**src/hw/rtl/text_console_cursor_scroll_unit_macros.svh**
```systemverilog
// assertion helpers used by the console datapath
`ifndef TEXT_CONSOLE_CURSOR_SCROLL_UNIT_MACROS_SVH
`define TEXT_CONSOLE_CURSOR_SCROLL_UNIT_MACROS_SVH

// same-cycle implication, masked during reset
`define TCSU_ASSERT_NOW(label, clk, rst_n, ante, cons) \
    label: assert property (@(posedge clk) disable iff (!rst_n) (ante) |-> (cons)) \
        else $error("tcsu assertion failed");

// next-cycle implication, masked during reset
`define TCSU_ASSERT_NEXT(label, clk, rst_n, ante, cons) \
    label: assert property (@(posedge clk) disable iff (!rst_n) (ante) |=> (cons)) \
        else $error("tcsu assertion failed");

`endif

```
**src/hw/rtl/tcsu_pkg.sv**
```systemverilog
`default_nettype none

package tcsu_pkg;

    localparam int COLS  = 80;
    localparam int ROWS  = 25;
    localparam int CELLS = ROWS * COLS;

    // cell store index, wide enough to hold CELLS itself
    localparam int IDX_W      = $clog2(CELLS + 1);
    localparam int ROW_W      = 5;
    localparam int COL_W      = 7;
    localparam int READ_IDX_W = 11;
    localparam int CHAR_W     = 8;
    localparam int COLOR_W    = 4;
    localparam int ATTR_W     = 2 * COLOR_W;
    localparam int CELL_W     = CHAR_W + ATTR_W;
    localparam int CFG_IDX_W  = 1;

    localparam logic [CHAR_W-1:0] NEWLINE_CHAR = 8'd10;
    localparam logic [CHAR_W-1:0] BLANK_CHAR   = 8'd32;

    localparam logic [COLOR_W-1:0] FG_RESET = 4'd15;
    localparam logic [COLOR_W-1:0] BG_RESET = 4'd0;

    typedef enum logic [1:0] {
        OP_PRINT = 2'd0,
        OP_CLEAR = 2'd1,
        OP_READ  = 2'd2,
        OP_NOP   = 2'd3
    } t_op;

    typedef enum logic [CFG_IDX_W-1:0] {
        REG_FG = 1'd0,
        REG_BG = 1'd1
    } t_reg;

    typedef enum logic [1:0] {
        WR_CHAR  = 2'd0,
        WR_COPY  = 2'd1,
        WR_BLANK = 2'd2
    } t_wr_sel;

    typedef enum logic {
        RD_INDEX = 1'b0,
        RD_COPY  = 1'b1
    } t_rd_sel;

    // controller to datapath
    typedef struct packed {
        logic    capture;
        logic    home;
        logic    next_line;
        logic    col_zero;
        logic    col_inc;
        logic    cnt_clr;
        logic    cnt_inc;
        logic    wr_en;
        t_wr_sel wr_sel;
        logic    rd_en;
        t_rd_sel rd_sel;
        logic    load_out;
        logic    cell_from_mem;
        logic    keep_cell;
    } t_cmd;

    // datapath to controller
    typedef struct packed {
        t_op  op;
        logic is_newline;
        logic col_at_end;
        logic last_row;
        logic idx_in_range;
        logic cnt_zero;
        logic cnt_copy_end;
        logic cnt_last;
        logic out_free;
    } t_status;

endpackage

`default_nettype wire

```
**src/hw/rtl/tcsu_ctrl.sv**
```systemverilog
`default_nettype none

module tcsu_ctrl (
    input  wire logic              i_clk,
    input  wire logic              i_rst_n,
    input  wire logic              i_in_valid,
    input  wire tcsu_pkg::t_status i_status,
    output tcsu_pkg::t_cmd         o_cmd,
    output logic                   o_in_stall
);

    typedef enum logic [6:0] {
        S_IDLE   = 7'b0000001,
        S_EXEC   = 7'b0000010,
        S_SCOPY  = 7'b0000100,
        S_SBLANK = 7'b0001000,
        S_SCLEAR = 7'b0010000,
        S_RWAIT  = 7'b0100000,
        S_FIN    = 7'b1000000
    } t_state;

    t_state r_state;
    t_state n_state;

    always_ff @(posedge i_clk) begin
        if (!i_rst_n) begin
            r_state <= S_IDLE;
        end else begin
            r_state <= n_state;
        end
    end

    assign o_in_stall = (r_state != S_IDLE);

    always_comb begin
        o_cmd   = '0;
        n_state = r_state;
        case (r_state)
            S_IDLE: begin
                if (i_in_valid) begin
                    o_cmd.capture = 1'b1;
                    n_state       = S_EXEC;
                end
            end
            S_EXEC: begin
                case (i_status.op)
                    tcsu_pkg::OP_PRINT: begin
                        if (i_status.is_newline) begin
                            if (i_status.last_row) begin
                                o_cmd.col_zero = 1'b1;
                                o_cmd.cnt_clr  = 1'b1;
                                n_state        = S_SCOPY;
                            end else begin
                                o_cmd.next_line = 1'b1;
                                o_cmd.load_out  = i_status.out_free;
                                n_state         = i_status.out_free ? S_IDLE : S_FIN;
                            end
                        end else if (i_status.col_at_end) begin
                            // pending wrap: line feed first, then write on return
                            if (i_status.last_row) begin
                                o_cmd.col_zero = 1'b1;
                                o_cmd.cnt_clr  = 1'b1;
                                n_state        = S_SCOPY;
                            end else begin
                                o_cmd.next_line = 1'b1;
                            end
                        end else begin
                            o_cmd.wr_en    = 1'b1;
                            o_cmd.wr_sel   = tcsu_pkg::WR_CHAR;
                            o_cmd.col_inc  = 1'b1;
                            o_cmd.load_out = i_status.out_free;
                            n_state        = i_status.out_free ? S_IDLE : S_FIN;
                        end
                    end
                    tcsu_pkg::OP_CLEAR: begin
                        o_cmd.home    = 1'b1;
                        o_cmd.cnt_clr = 1'b1;
                        n_state       = S_SCLEAR;
                    end
                    tcsu_pkg::OP_READ: begin
                        if (i_status.idx_in_range) begin
                            o_cmd.rd_en  = 1'b1;
                            o_cmd.rd_sel = tcsu_pkg::RD_INDEX;
                            n_state      = S_RWAIT;
                        end else begin
                            o_cmd.load_out = i_status.out_free;
                            n_state        = i_status.out_free ? S_IDLE : S_FIN;
                        end
                    end
                    default: begin
                        o_cmd.load_out = i_status.out_free;
                        n_state        = i_status.out_free ? S_IDLE : S_FIN;
                    end
                endcase
            end
            S_SCOPY: begin
                o_cmd.rd_en  = !i_status.cnt_copy_end;
                o_cmd.rd_sel = tcsu_pkg::RD_COPY;
                o_cmd.wr_en  = !i_status.cnt_zero;
                o_cmd.wr_sel = tcsu_pkg::WR_COPY;
                if (i_status.cnt_copy_end) begin
                    n_state = S_SBLANK;
                end else begin
                    o_cmd.cnt_inc = 1'b1;
                end
            end
            S_SBLANK: begin
                o_cmd.wr_en  = 1'b1;
                o_cmd.wr_sel = tcsu_pkg::WR_BLANK;
                if (i_status.cnt_last) begin
                    if (i_status.is_newline) begin
                        o_cmd.load_out = i_status.out_free;
                        n_state        = i_status.out_free ? S_IDLE : S_FIN;
                    end else begin
                        n_state = S_EXEC;
                    end
                end else begin
                    o_cmd.cnt_inc = 1'b1;
                end
            end
            S_SCLEAR: begin
                o_cmd.wr_en  = 1'b1;
                o_cmd.wr_sel = tcsu_pkg::WR_BLANK;
                if (i_status.cnt_last) begin
                    o_cmd.load_out = i_status.out_free;
                    n_state        = i_status.out_free ? S_IDLE : S_FIN;
                end else begin
                    o_cmd.cnt_inc = 1'b1;
                end
            end
            S_RWAIT: begin
                if (i_status.out_free) begin
                    o_cmd.load_out      = 1'b1;
                    o_cmd.cell_from_mem = 1'b1;
                    n_state             = S_IDLE;
                end else begin
                    o_cmd.keep_cell = 1'b1;
                    n_state         = S_FIN;
                end
            end
            S_FIN: begin
                if (i_status.out_free) begin
                    o_cmd.load_out = 1'b1;
                    n_state        = S_IDLE;
                end
            end
            default: begin
                n_state = S_IDLE;
            end
        endcase
    end

endmodule

`default_nettype wire

```
**config.mk**
```make
export PLATFORM = sky130hd
export DESIGN_NAME = tcsu_ctrl
export DESIGN_NICKNAME = d
export VERILOG_FILES = /design/src/hw/rtl/text_console_cursor_scroll_unit_macros.svh /design/src/hw/rtl/tcsu_pkg.sv /design/src/hw/rtl/tcsu_ctrl.sv
export SDC_FILE = /design/constraint.sdc
export NUM_CORES = 1
export LEC_CHECK = 0
export ABC_AREA = 1
export BUFFER_PORTS_ARGS = -buffer_cell sky130_fd_sc_hd__buf_2
export CAP_MARGIN = 20
export CORE_MARGIN = 1
export CORE_UTILIZATION = 48
export CTS_CLUSTER_SIZE = 40
export DETAILED_ROUTE_END_ITERATION = 8
export PLACE_DENSITY_LB_ADDON = 0.08
export SYNTH_ARGS = -nofsm -noshare
export SYNTH_HDL_FRONTEND = slang
export SYNTH_SLANG_ARGS = --single-unit
```
**constraint.sdc**
```tcl
create_clock -name i_clk -period 2 [get_ports i_clk]
set_clock_uncertainty 0.2 [all_clocks]
set_input_delay 0.4 -clock i_clk [delete_from_list [all_inputs] [get_ports i_clk]]
set_output_delay 0.4 -clock i_clk [all_outputs]
set_load 0.05 [all_outputs]
```
==> flow_summary_export.csv, run 1 <==
group,metric,value,unit
run_status,status,"stopped before the end",
run_status,stop_stage,"global routing (5_1_grt)",
run_status,firstError,"[ERROR DPL-0033] detailed placement checks failed during check placement.",
global_route,grt_max_degree,8,
yosys,synth_nets,145,
floorplanning,die_h,41.9,um
yosys,syn_inst,132,
clocking,numCtsBuffers,3,
yosys,synth_top_area_share,18.3,%
yosys,yosys_warnings,0,
sta,worst_endpoint,"o_cmd[9]",
yosys,yosysUniqueCellTypes,19,
floorplanning,io_pins,29,
placement,dp_slack,-0.183,ns
floorplanning,die_w,41.9,um
clocking,htreeDepth,1,
clocking,postCtsHoldBufs,0,
global_route,antenna_found_initial,0,
placement,io_buffers,28,
clocking,clock_tree.buffer_depth,2,
yosys,ys_seq_area_share,18.3,%
yosys,avgSynthCellArea,5.80,um^2
yosys,synth_seq_cells,7,
floorplanning,row_count,14,
sta,worstEpCategory,"top-level output",
yosys,synthTopCellsByArea,"dfxtp_1, inv_1, nand2_1, nand3_1, nor2_1",
clocking,clock-sinks,7,
clocking,cts-root-buf,"clkbuf_4",
yosys,yosys.area.top_type,"dfxtp_1",
floorplanning,start_util,50.8,%
yosys,syn_area,766,um^2
placement,hpwl,1860,um
placement,gp_congestion,0.963,
==> cell usage after synthesis <==
cell	n
inv_1	27
nor2_4	4
a21oi_1	7
nor4_1	2
a31oi_1	1
nand3_4	2
nand2_1	23
nand2_4	1
nand2_2	5
nand4_1	2
o311ai_0	1
dfxtp_1	7
nor3_1	2
nor2_2	5
nand3_1	15
nor2_1	19
buf_4	1
nand3_2	1
o21ai_0	7
==> timing repair <==
action,in CTS
endpoints found under the setup margin,16
buffers inserted,2
pin swaps,4
resized for setup,46
==> cells by family after synthesis <==
logic type      share of synthesized area (%)
simple gates                             56.4
buf+inv                                  14.2
compound gates                           11.1
flops                                    18.3
==> through the flow <==
step | hold slack, ns | cells | area [um^2]
CTS | 0.191 | 199 | 1280
detailed placement | 0.349 | 193 | 1110
global placement | 0.329 | 193 | 1110
floorplan | 0.301 | 132 | 825
==> inputs of run 2 (changes only) <==
--- a/config.mk
+++ b/config.mk
@@ -8,11 +8,10 @@
 export ABC_AREA = 1
 export BUFFER_PORTS_ARGS = -buffer_cell sky130_fd_sc_hd__buf_2
 export CAP_MARGIN = 20
-export CORE_MARGIN = 1
-export CORE_UTILIZATION = 48
-export CTS_CLUSTER_SIZE = 40
+export CORE_AREA = 2 2 63 65
 export DETAILED_ROUTE_END_ITERATION = 8
-export PLACE_DENSITY_LB_ADDON = 0.08
+export DIE_AREA = 0 0 65 67
+export PLACE_DENSITY_LB_ADDON = 0.15
 export SYNTH_ARGS = -nofsm -noshare
 export SYNTH_HDL_FRONTEND = slang
 export SYNTH_SLANG_ARGS = --single-unit
==> run 2 against run 1 <==
The flow now finishes, with violations (setup timing). Synthesized cell count unchanged. Synthesized area unchanged.
==> flow_summary_export.csv, run 2 <==
group,metric,value,unit
final_layout,instances_no_fill,242,
final_layout,mostFrequentLayoutCells,"buf_4, nand2_1, inv_1",
sta,min_period_over_period,104,%
sta,slew_viol_final,0,
power,swShare,48.4,%
clocking,numCtsBuffers,3,
global_route,antenna_found_initial,0,
yosys,syn_inst,132,
floorplanning,row_count,22,
sta,slew_headroom,78.9,%
min_path,hold_start,"i_rst_n",
floorplanning,start_util,21.2,%
clocking,clock-sinks,7,
yosys,synthTopCellsByArea,"dfxtp_1, inv_1, nand2_1, nand3_1, nor2_1",
detailed_routing,drc,0,
yosys,syn_area,766,um^2
critical_path,critPathMaxFanout,5,
floorplanning,dieArea,4360,um^2
final_layout,top_register,"r_state",
yosys,synth-async-reset-ratio,0,%
final_layout,nets,208,
critical_path,regToRegStartpoint,"r_state[3]$_SDFFE_PN0P_",
final_layout,syn_to_final_growth,100,%
yosys,ys_seq_area_share,18.3,%
detailed_routing,first_pass_iters,4,
placement,io_buffers,28,
yosys,yosysUniqueCellTypes,19,
clocking,insertion_delay,0.23,ns
min_path,whs_path_depth,3,
critical_path,r2r_slack,0.23,ns
final_layout,num-fill-cells,387,
floorplanning,die_h,67,um
yosys,synth_flop_cell,"dfxtp_1",
power,p_int,0.000597,W
power,irDropWorstVdd,0.000522,V
yosys,yosys_warnings,0,
sta,max_freq,481,MHz
sta,setup_viol,7,
yosys,synth_seq_cells,7,
detailed_routing,drt-initial-drc-count,34,
placement,hpwl,2180,um
clocking,cts_tree,"yes",
min_path,hold_path_class,"primary input to flop",
yosys,synth_nets,145,
clocking,cts-root-buf,"clkbuf_8",
final_layout,top_regs,"r_state x7",
sta,rsz0062_at_grt,"true",
clocking,htreeDepth,1,
floorplanning,core_area,3610,um^2
sta,period_minus_slack,2.08,ns
critical_path,cp.arrival,1.48,ns
floorplanning,io_pins,29,
final_layout,largest_reg_flops,7,
sta,layout_setup_ws,-0.0797,ns
detailed_routing,via_per_inst,4.26,
yosys,yosys.area.top_type,"dfxtp_1",
power,power.total,0.00116,W
min_path,hold_end,"r_state[2]$_SDFFE_PN0P_",
sta,hold_viol,0,
global_route,grt_pass1_wl,4110,um
final_layout,final_common_cell,"buf_4",
power,clockPowerShare,17.4,%
floorplanning,die_w,65,um
global_route,grt_max_degree,8,
final_layout,drive_gt1_share,58.2,%
run_status,violations,"setup timing",
final_layout,antennaDiodeCount,0,
yosys,synth_edf_count,0,
critical_path,cp-start-kind,"flop",
critical_path,cp_data_required_time,1.40,ns
power,p_per_area,755,nW/um^2
detailed_routing,num_vias,1030,
power,leakagePower,0.732,nW
placement,dp_cells,228,
global_route,grt_pass1_vias,940,
detailed_routing,ant_nets,0,
clocking,clk_pin_slew,0.04,ns
detailed_routing,wl,2620,um
clocking,clock_tree.buffer_depth,2,
critical_path,rr_worst_depth,10,
yosys,yosysMostFrequentCell,"inv_1",
placement,gp_congestion,0.814,
yosys,synth_top_area_share,18.3,%
yosys,avgSynthCellArea,5.80,um^2
sta,worst_slew_pin_slew,0.314,ns
run_status,status,"finished, violations left",
critical_path,crit_type,"flop to output pin",
yosys,synthTopCellsByCount,"inv_1, nand2_1, nor2_1, nand3_1",
critical_path,crit_path_end_kind,"output pin",
global_route,grtUsageTotal,12.4,%
critical_path,r2r-end,"r_state[3]$_SDFFE_PN0P_",
global_route,grt_overflow,0,
power,p_switching,0.000559,W
job,max-cap-violations,0,
detailed_routing,avgRoutedWirePerCell,10.8,um
power,pwr-share-seq,17.8,%
power,combPwrFrac,64.9,%
run 2: cell counts after synthesis:
Identical to the previous run, type by type.
run 2: kinds of logic (layout without fill, tap and decap cells):
| family | Yosys count | count (layout) | share of synthesized area, % |
|---|---|---|---|
| simple gates | 81 | 81 | 56.4 |
| compound gates | 16 | 16 | 11.1 |
| buf+inv | 28 | 90 | 14.2 |
| flops | 7 | 7 | 18.3 |
run 2: what timing repair did:
action                                  CTS  global route
buffers inserted                          3             7
cloned                                    0             0
gates resized for setup                  46            29
endpoints found under the hold margin     0             0
endpoints found under the setup margin   15            15
hold buffers                              0             0
pin swaps                                 6            11
run 2: power by group through the flow:
stage	clock [W]	sequential [W]	combinational, W
CTS	0.000206	0.000203	0.000687
detailed placement	0	0.000197	0.000625
global route	0.000222	0.000211	0.000817
finish	0.000201	0.000205	0.000750
floorplan	0	0.000195	0.000430
global placement	0	0.000197	0.000624
run 2: worst max-delay path: stages, from the launching register on:
cell and delay, ns:
dfxtp_2 0.32, inv_2 0.08, nand3_4 0.10, nor2_4 0.20, buf_12 0.14, o21ai_2 0.06, a31oi_4 0.17, buf_6 0.18
run 2: worst max path at each step:
stage	start	to	depth (start not counted)
after floorplan	r_state[6]$_SDFFE_PN0P_	o_cmd[12]	5
after global placement	i_status[9]	o_cmd[2]	7
after detailed placement	i_status[9]	o_cmd[2]	7
after CTS	r_state[3]$_SDFFE_PN0P_	o_cmd[12]	6
after global routing	r_state[5]$_SDFFE_PN0P_	o_cmd[2]	7
final	r_state[5]$_SDFFE_PN0P_	o_cmd[2]	7
run 2: final cells by class:
type / instances / area, um^2 / share of cell area [%]
clock buffer: 4 / 45.0 / 2.94
inverter: 27 / 104 / 6.78
multi-input combinational: 97 / 679 / 44.4
sequential: 7 / 149 / 9.72
tap: 48 / 60.1 / 3.92
timing repair buffer: 59 / 494 / 32.3
run 2: stage by stage:
| step | TNS, ns | instance area [um^2] | setup slack [ns] | util, % | hold WS, ns |
|---|---|---|---|---|---|
| floorplan | -0.324 | 825 | -0.324 | - | 0.301 |
| global placement | -0.225 | 1170 | -0.130 | 32.6 | 0.421 |
| detailed placement | -0.276 | 1170 | -0.155 | 32.6 | 0.436 |
| CTS | -0.798 | 1390 | -0.162 | 38.5 | 0.240 |
| global route | -1.08 | 1530 | -0.154 | 42.5 | 0.232 |
| finish | -0.323 | 1530 | -0.0797 | 42.5 | 0.231 |
run 2: routing by layer:
metal | track usage [%] | up-vias | part of all wire (%)
met1 | 15.7 | 462 | 46
li1 | - | 547 | -
met2 | 20.9 | 21 | 50
met3 | 3.04 | 0 | 3.5
met5 | 0 | - | 0
met4 | 3.19 | 0 | 0
No activity file was read; power rests on OpenSTA's default activity.
==> inputs of run 3 (changes only) <==
==> constraint.sdc (replaced) <==
create_clock -name i_clk -period 2.5 [get_ports i_clk]
set_clock_uncertainty 0.2 [all_clocks]
set_input_delay 0.5 -clock i_clk [delete_from_list [all_inputs] [get_ports i_clk]]
set_output_delay 0.5 -clock i_clk [all_outputs]
set_load 0.05 [all_outputs]
==> run 3 against run 2 <==
Sequential cell count stayed put. Count of clock-buffer cells in the layout unchanged. Clock power fell by 20%. Non-clock buffer count down 30. Largest power group unchanged. Die area unchanged. Routed wire length is 15% lower. First-iteration DRC count grew 2.9%. Final cell count down 12%. Power fell by 36%. Core utilization down 14 points. The run now ends clean. Hold slack improved by 0.11 ns.
==> flow_summary_export.csv, run 3 (synthesis gave the netlist of run 2 again) <==
group,metric,value,unit
critical_path,r2r-end,"r_state[2]$_SDFFE_PN0P_",
detailed_routing,wl_met3,102,um
sta,tns,0,ns
sta,slew_viol_final,0,
run_status,status,"finished clean",
clocking,post-cts-setup-buffers,0,
power,leakagePower,0.550,nW
detailed_routing,num_vias,889,
critical_path,critPathMaxFanout,10,
final_layout,nets,178,
critical_path,crit_top_cell,"inv_1",
job,max-cap-violations,0,
floorplanning,dieArea,4360,um^2
detailed_routing,wl,2220,um
clocking,cts_tree,"yes",
sta,worst_slew_pin_slew,0.272,ns
final_layout,antennaDiodeCount,0,
critical_path,critPathCapture,"o_cmd[12]",
critical_path,regToRegStartpoint,"r_state[6]$_SDFFE_PN0P_",
clocking,clock-sinks,7,
sta,min_period_over_period,94.2,%
critical_path,cp.depth,6,
clocking,insertion_delay,0.23,ns
final_layout,syn_to_final_growth,33.5,%
detailed_routing,wl_met2,1060,um
final_layout,top_regs,"r_state x7",
global_route,grt_overflow,0,
critical_path,cpPeakStageDelay,0.29,ns
critical_path,cp_data_required_time,1.80,ns
global_route,grt_max_degree,11,
global_route,antenna_found_initial,0,
detailed_routing,ant_nets,0,
sta,setup_viol,0,
placement,hpwl,1910,um
sta,period_minus_slack,2.35,ns
sta,hold_viol,0,
final_layout,final_core_util,28.3,%
critical_path,critPathBufInv,3,
floorplanning,die_w,65,um
final_layout,final_common_cell,"inv_1",
global_route,grtUsageTotal,10.9,%
sta,rsz0062_at_grt,"false",
sta,layout_setup_ws,0.146,ns
floorplanning,start_util,21.2,%
critical_path,r2r_slack,0.92,ns
detailed_routing,drc,0,
floorplanning,io_pins,29,
clocking,cts-root-buf,"clkbuf_8",
clocking,clock_tree.buffer_depth,2,
power,p_per_area,719,nW/um^2
clocking,htreeDepth,1,
sta,max_freq,425,MHz
detailed_routing,wl_met1,1060,um
critical_path,cp_slowest_cell,"dfxtp_1",
final_layout,top_register,"r_state",
global_route,grt_pass1_wl,3650,um
critical_path,cp.arrival,1.65,ns
sta,slew_headroom,81.7,%
final_layout,largest_reg_flops,7,
final_layout,num-fill-cells,433,
final_layout,drive_gt1_share,31.1,%
detailed_routing,drt-initial-drc-count,35,
detailed_routing,via_per_inst,4.19,
clocking,clk_pin_slew,0.04,ns
critical_path,crit_path_end_kind,"output pin",
floorplanning,die_h,67,um
global_route,grt_pass1_vias,796,
placement,dp_slack,0.138,ns
critical_path,rr_worst_depth,9,
floorplanning,row_count,22,
power,irDropWorstVdd,0.000506,V
detailed_routing,routed.top_layer,"met3",
critical_path,cp_cell_sequence,"inv_1, nand3_4, nor2_4, inv_1, nor4_1, buf_4",
min_path,hold_path_class,"primary input to flop",
critical_path,crit_type,"flop to output pin",
final_layout,mostFrequentLayoutCells,"inv_1, buf_2, nand2_1",
detailed_routing,first_pass_iters,4,
critical_path,cp-startpoint,"r_state[6]$_SDFFE_PN0P_",
placement,gp_congestion,0.877,
critical_path,crit_family,"simple AND/OR/NAND/NOR gates",
detailed_routing,avgRoutedWirePerCell,10.5,um
clocking,postCtsHoldBufs,0,
critical_path,cp-start-kind,"flop",
placement,io_buffers,28,
clocking,numCtsBuffers,3,
floorplanning,core_area,3610,um^2
==> run 3: changes by cell type in the layout (fill, tap and decap cells not counted), sizes merged <==
cell	delta
clkbuf	+1
buf	-31
==> run 3: metal layers <==
layer / global-route usage [%] / up-vias
met2: 17.5 / 19
li1: - / 484
met5: 0 / -
met3: 3.04 / 0
met4: 1.60 / 0
met1: 14.8 / 386
==> run 3: power by group <==
part	total (W)	switching [W]	internal (W)
Sequential	0.000157	0.0000231	0.000134
Clock	0.000161	0.0000508	0.000110
Combinational	0.000417	0.000305	0.000112
Total	0.000735	0.000379	0.000357
==> run 3: worst min-delay path by stage <==
stage                         endpoint               startpoint  cells after the start
2_1_floorplan  r_state[2]$_SDFFE_PN0P_  r_state[2]$_SDFFE_PN0P_                      2
3_3_place_gp   r_state[2]$_SDFFE_PN0P_  r_state[2]$_SDFFE_PN0P_                      2
3_5_place_dp   r_state[2]$_SDFFE_PN0P_  r_state[2]$_SDFFE_PN0P_                      2
4_1_cts        r_state[2]$_SDFFE_PN0P_                  i_rst_n                      3
5_1_grt        r_state[2]$_SDFFE_PN0P_                  i_rst_n                      3
6_report       r_state[2]$_SDFFE_PN0P_                  i_rst_n                      3
==> run 3: repair_timing <==
action,CTS,global route
hold endpoints to repair,0,0
setup endpoints to repair,0,2
resized for setup,0,3
==> run 3: cell type report <==
class                   count  area, um^2  area share, %
multi-input cells          97         523           51.2
repair buffers             29         153           14.9
flip-flops and latches      7         140           13.7
inverters                  27         101           9.91
well taps                  48        60.1           5.88
clock buffers               4        45.0           4.41
==> run 3: stage by stage <==
stage | total power (W) | instance area (um^2) | hold slack [ns] | std cells
after detailed placement | 0.000578 | 972 | 0.342 | 208
after global placement | 0.000579 | 972 | 0.327 | 208
after floorplan | 0.000484 | 772 | 0.301 | 132
final | 0.000735 | 1020 | 0.336 | 212
after CTS | 0.000744 | 1020 | 0.342 | 212
after global routing | 0.000796 | 1020 | 0.339 | 212
==> run 3: worst reg2reg max path, delay by kind of cell (launching register included) <==
kind          cells  cell delay (ns)
buf+inv           1             0.13
flops             1             0.29
simple gates      8             0.89
